==> src/sv/b64enc_pkg.sv <==
`timescale 1ns / 1ps

package b64enc_pkg;

    localparam logic [7:0] PAD_CHAR = 8'h3D;
    localparam int unsigned QUEUE_DEPTH = 2;

    typedef struct packed {
        logic [7:0] data_byte;
        logic       final_byte;
    } in_item_t;

    typedef struct packed {
        logic [7:0] ascii_char;
        logic       last_of_group;
        logic       message_end;
    } out_item_t;

    // One closed group of up to three bytes; missing bytes are zero-filled.
    typedef struct packed {
        logic [23:0] group_bytes;
        logic [1:0]  pad_count;
        logic        msg_final;
    } group_t;

    typedef struct packed {
        logic valid;
        logic ready;
    } link_t;

    function automatic logic [7:0] b64_char(input logic [5:0] sextet);
        logic [7:0] code;
        code = {2'b00, sextet};
        priority if (sextet < 6'd26)
            return 8'd65 + code;
        else if (sextet < 6'd52)
            return 8'd71 + code;
        else if (sextet < 6'd62)
            return code - 8'd4;
        else if (sextet == 6'd62)
            return 8'h2B;
        else
            return 8'h2F;
    endfunction

endpackage

==> src/sv/b64enc_front.sv <==
`timescale 1ns / 1ps

module b64enc_front
    import b64enc_pkg::*;
(
    input  logic     clk,
    input  logic     rst_n,
    input  logic     in_valid,
    output logic     in_ready,
    input  in_item_t in_item,
    output link_t    push_link,
    input  logic     push_ready,
    output group_t   push_group
);

    logic [15:0] pending_bytes_reg;
    logic [15:0] pending_bytes_next;
    logic [1:0]  pending_count_reg;
    logic [1:0]  pending_count_next;
    logic [1:0]  count_eff;
    logic        accept;
    logic        closes;

    assign in_ready = push_ready;
    assign accept   = in_valid && in_ready;

    // A count of three cannot occur; it is folded back to an empty group.
    assign count_eff = (pending_count_reg == 2'd3) ? 2'd0 : pending_count_reg;
    assign closes    = in_item.final_byte || (count_eff == 2'd2);

    assign push_link.valid = accept && closes;
    assign push_link.ready = push_ready;

    always_comb
    begin
        push_group.msg_final = in_item.final_byte;
        unique case (count_eff)
            2'd0:
            begin
                push_group.group_bytes = {in_item.data_byte, 16'h0000};
                push_group.pad_count   = 2'd2;
            end
            2'd1:
            begin
                push_group.group_bytes = {pending_bytes_reg[15:8], in_item.data_byte, 8'h00};
                push_group.pad_count   = 2'd1;
            end
            default:
            begin
                push_group.group_bytes = {pending_bytes_reg, in_item.data_byte};
                push_group.pad_count   = 2'd0;
            end
        endcase
    end

    always_comb
    begin
        pending_bytes_next = pending_bytes_reg;
        pending_count_next = pending_count_reg;
        if (accept)
        begin
            if (closes)
            begin
                pending_bytes_next = 16'h0000;
                pending_count_next = 2'd0;
            end
            else if (count_eff == 2'd0)
            begin
                pending_bytes_next = {in_item.data_byte, 8'h00};
                pending_count_next = 2'd1;
            end
            else
            begin
                pending_bytes_next = {pending_bytes_reg[15:8], in_item.data_byte};
                pending_count_next = 2'd2;
            end
        end
    end

    always_ff @(posedge clk or negedge rst_n)
    begin
        if (!rst_n)
        begin
            pending_bytes_reg <= 16'h0000;
            pending_count_reg <= 2'd0;
        end
        else
        begin
            pending_bytes_reg <= pending_bytes_next;
            pending_count_reg <= pending_count_next;
        end
    end

endmodule

==> src/sv/b64enc_queue.sv <==
`timescale 1ns / 1ps

module b64enc_queue
    import b64enc_pkg::*;
(
    input  logic   clk,
    input  logic   rst_n,
    input  logic   push_valid,
    output logic   push_ready,
    input  group_t push_group,
    output link_t  pop_link,
    input  logic   pop_ready,
    output group_t pop_group
);

    localparam int unsigned PTR_W = (QUEUE_DEPTH > 1) ? $clog2(QUEUE_DEPTH) : 1;
    localparam int unsigned CNT_W = $clog2(QUEUE_DEPTH + 1);

    group_t             entry_reg [QUEUE_DEPTH];
    logic [PTR_W-1:0]   wr_ptr_reg;
    logic [PTR_W-1:0]   wr_ptr_next;
    logic [PTR_W-1:0]   rd_ptr_reg;
    logic [PTR_W-1:0]   rd_ptr_next;
    logic [CNT_W-1:0]   count_reg;
    logic [CNT_W-1:0]   count_next;
    logic               do_push;
    logic               do_pop;

    assign push_ready     = (count_reg != CNT_W'(QUEUE_DEPTH));
    assign pop_link.valid = (count_reg != '0);
    assign pop_link.ready = pop_ready;
    assign pop_group      = entry_reg[rd_ptr_reg];

    assign do_push = push_valid && push_ready;
    assign do_pop  = pop_link.valid && pop_ready;

    always_comb
    begin
        wr_ptr_next = wr_ptr_reg;
        rd_ptr_next = rd_ptr_reg;
        if (do_push)
            wr_ptr_next = (wr_ptr_reg == PTR_W'(QUEUE_DEPTH - 1)) ? '0 : wr_ptr_reg + 1'b1;
        if (do_pop)
            rd_ptr_next = (rd_ptr_reg == PTR_W'(QUEUE_DEPTH - 1)) ? '0 : rd_ptr_reg + 1'b1;
        count_next = count_reg + CNT_W'(do_push) - CNT_W'(do_pop);
    end

    always_ff @(posedge clk or negedge rst_n)
    begin
        if (!rst_n)
        begin
            wr_ptr_reg <= '0;
            rd_ptr_reg <= '0;
            count_reg  <= '0;
        end
        else
        begin
            wr_ptr_reg <= wr_ptr_next;
            rd_ptr_reg <= rd_ptr_next;
            count_reg  <= count_next;
        end
    end

    always_ff @(posedge clk)
    begin
        if (do_push)
            entry_reg[wr_ptr_reg] <= push_group;
    end

endmodule

==> src/sv/b64enc_back.sv <==
`timescale 1ns / 1ps

module b64enc_back
    import b64enc_pkg::*;
(
    input  logic      clk,
    input  logic      rst_n,
    input  logic      grp_valid,
    output logic      grp_pop,
    input  group_t    grp,
    output logic      out_valid,
    input  logic      out_ready,
    output out_item_t out_item
);

    logic [1:0] char_idx_reg;
    logic [1:0] char_idx_next;
    logic       out_valid_reg;
    logic       out_valid_next;
    out_item_t  out_item_reg;
    out_item_t  out_item_next;
    logic       advance;
    logic       load;
    logic [5:0] sextet;
    logic       is_pad;

    assign advance = !out_valid_reg || out_ready;
    assign load    = advance && grp_valid;
    assign grp_pop = load && (char_idx_reg == 2'd3);

    always_comb
    begin
        unique case (char_idx_reg)
            2'd0:    sextet = grp.group_bytes[23:18];
            2'd1:    sextet = grp.group_bytes[17:12];
            2'd2:    sextet = grp.group_bytes[11:6];
            default: sextet = grp.group_bytes[5:0];
        endcase
    end

    // Padding fills the tail of the group: index 4 - pad_count and above.
    assign is_pad = ({1'b0, char_idx_reg} + {1'b0, grp.pad_count}) > 3'd3;

    always_comb
    begin
        char_idx_next  = char_idx_reg;
        out_valid_next = out_valid_reg;
        out_item_next  = out_item_reg;
        if (load)
        begin
            char_idx_next               = char_idx_reg + 2'd1;
            out_valid_next              = 1'b1;
            out_item_next.ascii_char    = is_pad ? PAD_CHAR : b64_char(sextet);
            out_item_next.last_of_group = (char_idx_reg == 2'd3);
            out_item_next.message_end   = (char_idx_reg == 2'd3) && grp.msg_final;
        end
        else if (advance)
        begin
            out_valid_next = 1'b0;
        end
    end

    always_ff @(posedge clk or negedge rst_n)
    begin
        if (!rst_n)
        begin
            char_idx_reg  <= 2'd0;
            out_valid_reg <= 1'b0;
        end
        else
        begin
            char_idx_reg  <= char_idx_next;
            out_valid_reg <= out_valid_next;
        end
    end

    always_ff @(posedge clk)
    begin
        out_item_reg <= out_item_next;
    end

    assign out_valid = out_valid_reg;
    assign out_item  = out_item_reg;

endmodule

==> src/sv/base64_stream_encoder_top.sv <==
`timescale 1ns / 1ps
// Channel | Signals                          | Moves
// input   | in_valid, in_ready, in_item      | one message byte and its final flag
// output  | out_valid, out_ready, out_item   | one ASCII character with group/end flags
//
// The front packs bytes and takes one byte per cycle while the two-entry group
// queue has room; a closed group enters the queue in the cycle its last byte does.
// The back emits one character per cycle while out_ready does not stall it, from the queue
// head through the output register, so a group yields four characters.
// Reset clears the pending byte count, the queue pointers and the output valid.
// A stalled output holds its character; the front stalls only when the queue is full.

module base64_stream_encoder_top
    import b64enc_pkg::*;
(
    input  logic      clk,
    input  logic      rst_n,
    input  logic      in_valid,
    output logic      in_ready,
    input  in_item_t  in_item,
    output logic      out_valid,
    input  logic      out_ready,
    output out_item_t out_item
);

    link_t  push_link;
    link_t  pop_link;
    group_t push_group;
    group_t pop_group;
    logic   q_push_ready;
    logic   q_pop;

    b64enc_front u_front (
        .clk        (clk),
        .rst_n      (rst_n),
        .in_valid   (in_valid),
        .in_ready   (in_ready),
        .in_item    (in_item),
        .push_link  (push_link),
        .push_ready (q_push_ready),
        .push_group (push_group)
    );

    b64enc_queue u_queue (
        .clk        (clk),
        .rst_n      (rst_n),
        .push_valid (push_link.valid),
        .push_ready (q_push_ready),
        .push_group (push_group),
        .pop_link   (pop_link),
        .pop_ready  (q_pop),
        .pop_group  (pop_group)
    );

    b64enc_back u_back (
        .clk       (clk),
        .rst_n     (rst_n),
        .grp_valid (pop_link.valid),
        .grp_pop   (q_pop),
        .grp       (pop_group),
        .out_valid (out_valid),
        .out_ready (out_ready),
        .out_item  (out_item)
    );

    // A final byte always closes a group, so it must be pushed in the same cycle.
    assert property (@(posedge clk) disable iff (!rst_n)
        (in_valid && in_ready && in_item.final_byte) |-> push_link.valid)
    else $error("final byte accepted without pushing a group");

    // Retiring a queue entry means its fourth character was just loaded.
    assert property (@(posedge clk) disable iff (!rst_n)
        (q_pop && pop_link.valid) |=> (out_valid && out_item.last_of_group))
    else $error("group retired without a last character");

    assert property (@(posedge clk) disable iff (!rst_n)
        (out_valid && out_item.message_end) |-> out_item.last_of_group)
    else $error("message end on a character that does not close a group");

    // The input side only stalls because the group queue is full.
    assert property (@(posedge clk) disable iff (!rst_n)
        in_ready == push_link.ready)
    else $error("input ready does not follow queue space");

endmodule
==> config.mk <==
export PLATFORM = sky130hd
export DESIGN_NAME = base64_stream_encoder_top
export DESIGN_NICKNAME = d
export VERILOG_FILES = /design/src/sv/b64enc_pkg.sv /design/src/sv/b64enc_front.sv /design/src/sv/b64enc_queue.sv /design/src/sv/b64enc_back.sv /design/src/sv/base64_stream_encoder_top.sv
export SDC_FILE = /design/constraint.sdc
export NUM_CORES = 1
export LEC_CHECK = 0
export BUFFER_PORTS_ARGS = -buffer_cell sky130_fd_sc_hd__buf_2
export CELL_PAD_IN_SITES_DETAIL_PLACEMENT = 0
export CELL_PAD_IN_SITES_GLOBAL_PLACEMENT = 1
export CORE_AREA = 2 2 94 96
export DETAILED_ROUTE_END_ITERATION = 7
export DIE_AREA = 0 0 96 98
export PLACE_DENSITY_LB_ADDON = 0.1
export SLEW_MARGIN = 20
export SYNTH_ARGS = -nofsm -noshare
export SYNTH_HDL_FRONTEND = slang
export SYNTH_SLANG_ARGS = --single-unit
==> constraint.sdc <==
create_clock -name clk -period 4.2 [get_ports clk]
set_input_delay 0.42 -clock clk [delete_from_list [all_inputs] [get_ports clk]]
set_output_delay 0.42 -clock clk [all_outputs]
set_load 0.02 [all_outputs]
==> results of run 1 <==
routing by layer:
metal / GRT usage / wire length (um) / vias to the layer above
li1: - / - / 1236
met1: 0.2676 / 3882 / 1239
met2: 0.2858 / 3841 / 48
met3: 0.04784 / 266 / 11
met4: 0.08462 / 164 / 0
met5: 0 / 0 / -
cells in the mapped netlist, drive strengths merged (6+ instances only):
master | n | area [sq um]
and2 | 13 | 83.83
edfxtp | 64 | 1922
nor2 | 11 | 41.29
inv | 16 | 60.06
nand3 | 13 | 65.06
o21ai | 9 | 45.04
mux2i | 7 | 70.07
clkbuf | 6 | 22.52
a22oi | 10 | 75.07
ha | 18 | 225.2
nand2 | 24 | 90.09
dfrtp | 25 | 625.6
a22o | 34 | 297.8
buf | 6 | 48.79
worst reg2reg max path, stage by stage (launching register included):
cell	delay, ps
dfrtp_1	420
inv_1	150
ha_1	430
a22oi_1	130
nand3_1	130
nand3_1	290
ha_1	350
nand4b_1	330
or4b_2	690
o211ai_2	90
a31oi_1	90
cell type report:
class / count / area (sq um)
fillers: 732 / 3954
repair buffers: 27 / 142.6
clock inverters: 3 / 22.52
inverters: 16 / 60.06
clock buffers: 13 / 170.2
multi-input cells: 193 / 1434
well taps: 108 / 135.1
flip-flops and latches: 89 / 2547
power breakdown:
group	internal (W)	switching, W
clock	0.000269	0.000295
combinational	0.000698	0.00117
sequential	0.00130	0.000126
total	0.00227	0.00159
through the flow:
step / cells / setup WS, ps / hold slack [ps] / cell area (sq um)
6_report: 449 / 834.0 / 75.79 / 4512
3_3_place_gp: 433 / 947.4 / 470.5 / 4312
4_1_cts: 449 / 846.8 / 92.05 / 4512
3_5_place_dp: 433 / 857.9 / 475.9 / 4319
2_1_floorplan: 310 / 870.6 / 124.4 / 4094
5_1_grt: 449 / 555.5 / 108.5 / 4512
logic make-up after synthesis:
| family | synth area share |
|---|---|
| DFF | 0.6222 |
| and+or+nand+nor | 0.1064 |
| AOI/OAI and AO/OA | 0.1488 |
| buffers and inverters | 0.03209 |
| adders and majority gates | 0.05501 |
| muxes | 0.02262 |
| xor gates and xnor gates | 0.01284 |
path summary, 6_finish.rpt:
kind	to	startpoint	cells past startpoint
worst max-delay path	u_back.out_item[4]$_SDFFCE_PN1P_	u_back.char_idx_reg[0]$_DFFE_PN0P_	10
max in group asynchronous	u_front.pending_bytes_reg[8]$_DFFE_PN0P_	rst_n	1
worst max register to register	u_back.out_item[4]$_SDFFCE_PN1P_	u_back.char_idx_reg[0]$_DFFE_PN0P_	10
worst min register to register	u_front.pending_bytes_reg[10]$_DFFE_PN0P_	u_front.pending_bytes_reg[10]$_DFFE_PN0P_	1
min in group clk	u_back.out_valid$_DFFE_PN0P_	out_ready	2
worst min-delay path	u_front.pending_count_reg[1]$_DFFE_PN0P_	rst_n	1
==> flow_summary.ini, run 1 <==
[run_status]
outcome = complete, no violations

[power]
ir_worst_vdd_mv = 0.2917
p_per_area_nw_per_um2 = 855.3
power_w = 0.003859
p_leak_nw = 1.798

[sta]
finClkSkew_ps = 11.77
final.min_clock_period_ps = 3366
fmax_ghz = 0.2971
rsz0062_at_grt = no
max-slew-margin-rel = 0.3111
hold_viol_final = 0
fin_tns_setup_ps = 0
setup_viol = 0
worst_pin_slew_ps = 1025
min_period_over_period = 0.8014
slew_violations = 0

[critical_path]
worstPathArrival_ps = 3440
cp.required_ps = 4280
path_cells = inv_1 -> ha_1 -> a22oi_1 -> nand3_1 -> nand3_1 -> ha_1 -> nand4b_1 -> or4b_2 -> o211ai_2 -> a31oi_1
cp_num_buf_inv = 1
path_class = reg -> reg
critical-path-slowest-cell = or4b_2
setup.worst_path.end_class = flip-flop
critical-path-top-delay-family = simple AND/OR/NAND/NOR gates
slowest_delay_ps = 690
reg2reg_slack_ps = 830
startpoint_type = flip-flop
critical_path.max_fanout = 12

[placed_design]
portBuffers = 24
gp_congestion = 0.9155
dpl.hpwl_um = 5765

[drt]
post_drt_wl_per_cell_um = 18.16
drt_pass1_iterations = 4
vias = 2534
drc = 0
viasPerCell = 5.644
postRouteAntennaNets = 0
routed_wl_um = 8155
drtIter0Drc = 120

[grt]
grt_pass1_wl_um = 13590
antenna_found_initial = 0
grt_max_degree = 28
overflow = 0
grt_pass1_vias = 2587
global_route.usage.total = 0.1924

[cts]
postCtsSetupBuffers = 0
holdBufCountCts = 0
cts_resized = 0
insertion_delay_ps = 350
cts_tree = done
root_buffer = clkbuf_8
cts_sinks = 89
cts_buffer_depth = 2
clk_pin_slew_worst_paths_ps = 90
htree_levels = 3
cts_buffers = 9

[logic_synthesis]
synth_fp_nets = 341
netlist_area_sq_um = 4094
synthCells = 310
postSynthAreaPerCell_sq_um = 13.21
yosysWarningCount = 0
seq_area_frac_synth = 0.6222
synthArstFlopShare = 0.2809
synth_edf_count = 64
synth.distinct_cells = 45
synthFlopType = edfxtp_1
ys_ff_latch = 89

[flow_run]
maxCapViolations = 0

[die]
ioPinCount = 25
die_h_um = 98
fp-row-count = 34
core_region_area_sq_um = 8466
initial_core_util = 0.4836
die-area_sq_um = 9408
fp.dieW_um = 96

[cells_and_area]
mostFrequentLayoutCells = 64 x edfxtp_1, 34 x a22o_1, 25 x dfrtp_1, 24 x nand2_1, 24 x buf_2
layout-drive-gt1-share = 0.1584
final_util = 0.5330
largest_register_ffs = 54
fin_nets = 367
syn_to_final_growth_pct = 10.21
layout_commonest_cell = edfxtp_1
antenna_cells = 0

[worst_hold_path]
hold_class = in -> async
No activity file was read; power rests on OpenSTA's default activity.
==> run 2, diff against run 1 <==
--- a/config.mk
+++ b/config.mk
@@ -5,12 +5,13 @@
 export SDC_FILE = /design/constraint.sdc
 export NUM_CORES = 1
 export LEC_CHECK = 0
+export ABC_AREA = 1
 export BUFFER_PORTS_ARGS = -buffer_cell sky130_fd_sc_hd__buf_2
 export CELL_PAD_IN_SITES_DETAIL_PLACEMENT = 0
 export CELL_PAD_IN_SITES_GLOBAL_PLACEMENT = 1
-export CORE_AREA = 2 2 94 96
+export CORE_AREA = 2 2 105 107
 export DETAILED_ROUTE_END_ITERATION = 7
-export DIE_AREA = 0 0 96 98
+export DIE_AREA = 0 0 107 109
 export PLACE_DENSITY_LB_ADDON = 0.1
 export SLEW_MARGIN = 20
 export SYNTH_ARGS = -nofsm -noshare
==> constraint.sdc (replaced) <==
create_clock -name clk -period 2.8 [get_ports clk]
set_input_delay 0.28 -clock clk [delete_from_list [all_inputs] [get_ports clk]]
set_output_delay 0.28 -clock clk [all_outputs]
set_load 0.02 [all_outputs]
==> run 2 against run 1 <==
Final area is 8.9% higher. Combinational power is 79% higher. Sequential share of layout area fell by 4.6 points. Critical path depth increased by 8. Synthesized cell count rose by 40%. Maximum frequency is 35% higher. Register-to-register slack worse by 530 ps. Critical path type unchanged. Critical endpoint is now u_back.out_item[6]$_SDFFCE_PN1P_. Largest power group unchanged. Highest routed layer unchanged.
==> flow_summary.ini, run 2 <==
[run_status]
outcome = complete, no violations

[logic_synthesis]
seq_area_frac_synth = 0.5792
synthFlopType = edfxtp_1
yosysTopAreaCellShare = 0.4370
netlist_top_cells_count = 113 x nand2_1, 68 x inv_1, 64 x edfxtp_1
synth.area.top_cells = edfxtp_1 44%, dfrtp_1 14%, nand2_1 9.6%, inv_1 5.8%, ha_1 5.1%
synth_fp_nets = 466
ys_ff_latch = 89
postSynthAreaPerCell_sq_um = 10.11
synthCells = 435
synth_edf_count = 64
netlist_area_sq_um = 4398
synth.distinct_cells = 34
synthArstFlopShare = 0.2809
yosysWarningCount = 0
yosysTopAreaCell = edfxtp_1
yosysMostFrequentCell = nand2_1

[critical_path]
path_class = reg -> reg
cp.required_ps = 2910
critical-path-top-delay-family = simple AND/OR/NAND/NOR gates
startpoint_type = flip-flop
slowest_delay_ps = 460
setup.worst_path.end_class = flip-flop
critical_path.max_fanout = 10
cp_num_buf_inv = 4
critical-path-slowest-cell = dfrtp_1
path_cells = inv_1 -> ha_2 -> nand2_1 -> nand2_1 -> inv_1 -> nand2_1 -> nand2_1 -> nand2_1 -> nand2_2 -> ha_1 -> inv_1 -> a21oi_1 -> inv_1 -> nand2_1 -> nand3_1 -> nand2_1 -> nand2_1 -> nand3_1
cp_common_cell = nand2_1
worstPathArrival_ps = 2610

[sta]
rsz0062_at_grt = no
slew_violations = 0
fmax_ghz = 0.4007
setup_viol = 0
hold_viol_final = 0
finClkSkew_ps = 8.253
fin_tns_setup_ps = 0
hold_slack_ps = 99.38
min_period_over_period = 0.8914
final.min_clock_period_ps = 2496
worst_pin_slew_ps = 788.4
max-slew-margin-rel = 0.4744

[cells_and_area]
syn_to_final_growth_pct = 11.75
final_util = 0.4635
layout-drive-gt1-share = 0.1621
mostFrequentLayoutCells = 113 x nand2_1, 68 x inv_1, 64 x edfxtp_1, 32 x o22ai_1, 25 x dfrtp_1
fin_nets = 501
layout_commonest_cell = nand2_1
n_fill_cell = 1005
largest_register_ffs = 54
fin_cells = 615
antenna_cells = 0

[cts]
insertion_delay_ps = 370
cts_buffer_depth = 2
postCtsSetupBuffers = 0
root_buffer = clkbuf_8
htree_levels = 3
clk_pin_slew_worst_paths_ps = 90
cts_tree = done
cts_buffers = 9
cts_sinks = 89

[grt]
grt_util_met2 = 0.2853
grt_pass1_wl_um = 15730
grt_pass1_vias = 2998
use_met1 = 0.2461
overflow = 0
antenna_found_initial = 0
grt_use_met3 = 0.02570
grt_max_degree = 28
top_usage_layer = met2
global_route.usage.total = 0.1810

[die]
fp.dieW_um = 107
die-area_sq_um = 11660
ioPinCount = 25
fp-row-count = 38
initial_core_util = 0.4148
die_h_um = 109
core_region_area_sq_um = 10600

[placed_design]
portBuffers = 24
dpl.hpwl_um = 7017
gp_congestion = 0.8887
dp_cells = 598

[worst_hold_path]
hold_class = in -> reg

[drt]
routed_wl_um = 9665
viasPerCell = 4.850
drtIter0Drc = 106
vias = 2983
drt_pass1_iterations = 4
drc = 0
postRouteAntennaNets = 0
post_drt_wl_per_cell_um = 15.72

[flow_run]
maxCapViolations = 0

[power]
p_per_area_nw_per_um2 = 1311
ir_worst_vdd_mv = 0.4018
p_leak_nw = 2.202
run 2: report_power, final:
part           internal [W]  total, W  switching [W]
registers           0.00198   0.00212       0.000140
logic               0.00109   0.00335        0.00226
clock network      0.000501  0.000977       0.000476
run 2: layout make-up:
| type | count | area (sq um) | area share |
|---|---|---|---|
| well taps | 140 | 175.2 | 0.03564 |
| inverters | 71 | 266.5 | 0.05423 |
| repair buffers | 34 | 197.7 | 0.04022 |
| clock inverters | 7 | 92.59 | 0.01884 |
| clock buffers | 9 | 123.9 | 0.02520 |
| multi-input cells | 265 | 1511 | 0.3075 |
| flip-flops and latches | 89 | 2547 | 0.5183 |
run 2: metrics by stage:
step | area (sq um) | setup slack (ps) | total power (W)
after floorplan | 4398 | 303.5 | 0.004678
after detailed placement | 4683 | 173.4 | 0.005506
final | 4915 | 304.2 | 0.006442
after global placement | 4683 | 177.6 | 0.005492
after global routing | 4915 | 74.32 | 0.007014
after CTS | 4910 | 161.6 | 0.006492
run 2: worst paths after layout:
kind	start	end	slack [ps]	cells after the start
max in group asynchronous	rst_n	u_queue.rd_ptr_reg$_DFFE_PN0P_	1970	2
min in group asynchronous	rst_n	u_front.pending_bytes_reg[3]$_DFFE_PN0P_	440	2
setup / recovery	u_back.char_idx_reg[0]$_DFFE_PN0P_	u_back.out_item[6]$_SDFFCE_PN1P_	300	18
setup reg to reg	u_back.char_idx_reg[0]$_DFFE_PN0P_	u_back.out_item[6]$_SDFFCE_PN1P_	300	18
hold / removal	out_ready	u_back.out_valid$_DFFE_PN0P_	100	2
hold reg to reg	u_queue.wr_ptr_reg$_DFFE_PN0P_	u_queue.wr_ptr_reg$_DFFE_PN0P_	530	1
run 2: cells by family (layout without fill, tap and decap cells):
family	Yosys count	after routing	share of synthesized area
AOI/OAI and AO/OA	64	64	0.09331
adders and majority gates	18	18	0.05121
xor gates and xnor gates	7	7	0.01394
and+or+nand+nor	176	176	0.1829
buffers and inverters	81	121	0.07937
DFF	89	89	0.5792
run 2: routing by layer:
metal,part of all wire,up-vias
met5,0,-
met4,0.026,0
met3,0.025,18
met2,0.46,44
met1,0.49,1401
li1,-,1520
run 2: what timing repair did:
action                                  CTS  global route
gates resized for setup                   0             2
endpoints found under the hold margin    25             0
endpoints found under the setup margin    0             1
hold buffers                              1             0
==> run 3, diff against run 2 <==
--- a/config.mk
+++ b/config.mk
@@ -5,14 +5,15 @@
 export SDC_FILE = /design/constraint.sdc
 export NUM_CORES = 1
 export LEC_CHECK = 0
-export ABC_AREA = 1
+export ABC_AREA = 0
 export BUFFER_PORTS_ARGS = -buffer_cell sky130_fd_sc_hd__buf_2
 export CELL_PAD_IN_SITES_DETAIL_PLACEMENT = 0
 export CELL_PAD_IN_SITES_GLOBAL_PLACEMENT = 1
-export CORE_AREA = 2 2 105 107
+export CORE_AREA = 2 2 99 101
 export DETAILED_ROUTE_END_ITERATION = 7
-export DIE_AREA = 0 0 107 109
+export DIE_AREA = 0 0 101 103
 export PLACE_DENSITY_LB_ADDON = 0.1
+export SKIP_CTS_REPAIR_TIMING = 1
 export SLEW_MARGIN = 20
 export SYNTH_ARGS = -nofsm -noshare
 export SYNTH_HDL_FRONTEND = slang
==> run 3 against run 2 <==
Clock power is 4.6% lower. Critical path depth is 9 lower. Cell count is 21% lower. Flip-flop and latch count stayed put. Sequential share of layout area is 0.46 points higher. Setup slack worse by 220 ps. Die area is 11% lower. Wire length is 12% lower. Critical path type unchanged. Largest cell class unchanged. Highest routed layer unchanged.
==> flow_summary.ini, run 3 (synthesized netlist as in run 1, its figures left out) <==
[run_status]
outcome = complete, no violations

[cells_and_area]
fin_cells = 486
layout-drive-gt1-share = 0.2823
fin_nets = 398
design_area_sq_um = 4878
largest_register_ffs = 54
antenna_cells = 0
mostFrequentLayoutCells = 64 x edfxtp_1, 34 x a22o_1, 33 x buf_4, 24 x buf_2, 23 x nand2_1
n_fill_cell = 831
layout_commonest_cell = edfxtp_1
syn_to_final_growth_pct = 19.16

[cts]
insertion_delay_ps = 360
cts_tree = done
htree_levels = 3
cts_buffer_depth = 2
root_buffer = clkbuf_8
cts_sinks = 89
clk_pin_slew_worst_paths_ps = 100
cts_buffers = 9

[worst_hold_path]
holdPathStages = 2
min_to = u_back.out_valid$_DFFE_PN0P_
min_from = out_ready
hold_class = in -> reg

[power]
p_int_w = 0.003960
p_leak_nw = 1.957
ir_worst_vdd_mv = 0.4178
p_per_area_nw_per_um2 = 1348
switching_share = 0.3977
clkPwrFrac = 0.142
pwr-share-seq = 0.327
p_comb_frac = 0.531
switching_power_w = 0.002615

[drt]
drt_pass1_iterations = 5
drc = 0
vias = 2610
postRouteAntennaNets = 0
routed_wl_um = 8458
viasPerCell = 5.370
drtIter0Drc = 118
post_drt_wl_per_cell_um = 17.40

[critical_path]
cp_num_buf_inv = 2
r2r-end = u_back.out_item[7]$_SDFFCE_PN1P_
worstPathArrival_ps = 2840
critical-path-slowest-cell = or4b_1
critical_path.max_fanout = 7
cp_common_cell = buf_4
critical-path-top-delay-family = compound AO/OA/AOI/OAI gates
reg2reg_slack_ps = 80
startpoint_type = flip-flop
r2r.worst_path.cells = 9
setup.worst_path.end_class = flip-flop
path_cells = buf_4 -> ha_4 -> buf_4 -> a22oi_1 -> a32oi_2 -> a32oi_1 -> and2_4 -> or4b_1 -> a311o_1
path_class = reg -> reg
slowest_delay_ps = 500
cp.required_ps = 2920
rr_startpoint = u_back.char_idx_reg[1]$_DFFE_PN0P_
cp.depth = 9

[placed_design]
dpl_cell_area_sq_um = 4542
dpl.hpwl_um = 6190
dp_cells = 465
portBuffers = 24
gp_congestion = 0.8423

[grt]
grt_max_degree = 28
grt_pass1_vias = 2615
grt_pass1_wl_um = 13620
overflow = 0
antenna_found_initial = 0
global_route.usage.total = 0.1723

[sta]
setup_viol = 0
max-slew-margin-rel = 0.5634
hold_viol_final = 0
slew_violations = 0
worst_pin_slew_ps = 652.5
fin_tns_setup_ps = 0
hold_slack_ps = 112.0
min_period_over_period = 0.9715
final.min_clock_period_ps = 2720
rsz0062_at_grt = yes
finClkSkew_ps = 11.30
fmax_ghz = 0.3676

[die]
ioPinCount = 25
core_region_area_sq_um = 9459
die-area_sq_um = 10400
initial_core_util = 0.4328
fp.dieW_um = 101
fp-row-count = 36
die_h_um = 103

[flow_run]
maxCapViolations = 0
run 3: cell types whose count changed in the layout (fill, tap and decap cells not counted), sizes merged, moves of 7 or more:
| cell | change |
|---|---|
| mux2i | +7 |
| a22oi | +10 |
| buf | +24 |
| a22o | +34 |
| nand3 | -12 |
| a21oi | -11 |
| nand2 | -102 |
| inv | -51 |
| o22ai | -31 |
| and2 | +13 |
run 3: final cells by class:
class,instances,area [sq um],area share
Multi-Input combinational cell,193,1533,0.3142
Sequential cell,89,2551,0.5230
Tap cell,114,142.6,0.02924
Clock buffer,9,123.9,0.02539
Timing Repair Buffer,58,377.9,0.07746
Inverter,16,65.06,0.01334
Clock inverter,7,85.08,0.01744
run 3: power by group through the flow:
| stage | sequential, W | combinational, W | clock (W) |
|---|---|---|---|
| 2_1_floorplan | 0.00221 | 0.00212 | 0 |
| 3_3_place_gp | 0.00216 | 0.00326 | 0 |
| 3_5_place_dp | 0.00216 | 0.00330 | 0 |
| 4_1_cts | 0.00213 | 0.00332 | 0.000961 |
| 5_1_grt | 0.00219 | 0.00390 | 0.00100 |
| 6_report | 0.00215 | 0.00349 | 0.000932 |
run 3: per-stage QoR:
stage / power [W] / setup slack [ps] / util
finish: 0.006575 / 79.80 / 0.5157
global route: 0.007097 / -26.34 / 0.5157
CTS: 0.006404 / -78.41 / 0.5022
detailed placement: 0.005458 / -81.25 / 0.4802
global placement: 0.005419 / 5.894 / 0.4802
floorplan: 0.004328 / 5.480 / -
run 3: per-layer routing:
| metal | global-route usage | share of wire | wire length [um] |
|---|---|---|---|
| met1 | 0.2316 | 0.48 | 4079 |
| met2 | 0.2882 | 0.48 | 4062 |
| met3 | 0.03119 | 0.025 | 208 |
| met4 | 0.05094 | 0.013 | 106 |
| met5 | 0 | 0 | 0 |
run 3: worst max-delay path by stage:
stage | start | endpoint
CTS | u_back.char_idx_reg[0]$_DFFE_PN0P_ | u_back.out_item[4]$_SDFFCE_PN1P_
detailed placement | u_back.char_idx_reg[0]$_DFFE_PN0P_ | u_back.out_item[4]$_SDFFCE_PN1P_
finish | u_back.char_idx_reg[1]$_DFFE_PN0P_ | u_back.out_item[7]$_SDFFCE_PN1P_
floorplan | u_back.char_idx_reg[0]$_DFFE_PN0P_ | u_back.out_item[4]$_SDFFCE_PN1P_
global placement | u_back.char_idx_reg[1]$_DFFE_PN0P_ | u_back.out_item[4]$_SDFFCE_PN1P_
global route | u_back.char_idx_reg[0]$_DFFE_PN0P_ | u_back.out_item[4]$_SDFFCE_PN1P_
run 3: worst register-to-register path, cell delays in order (launching register included):
cell	delay [ps]
dfrtp_2	460
buf_4	150
ha_4	160
buf_4	140
a22oi_1	100
a32oi_2	300
a32oi_1	120
and2_4	200
or4b_1	500
a311o_1	360
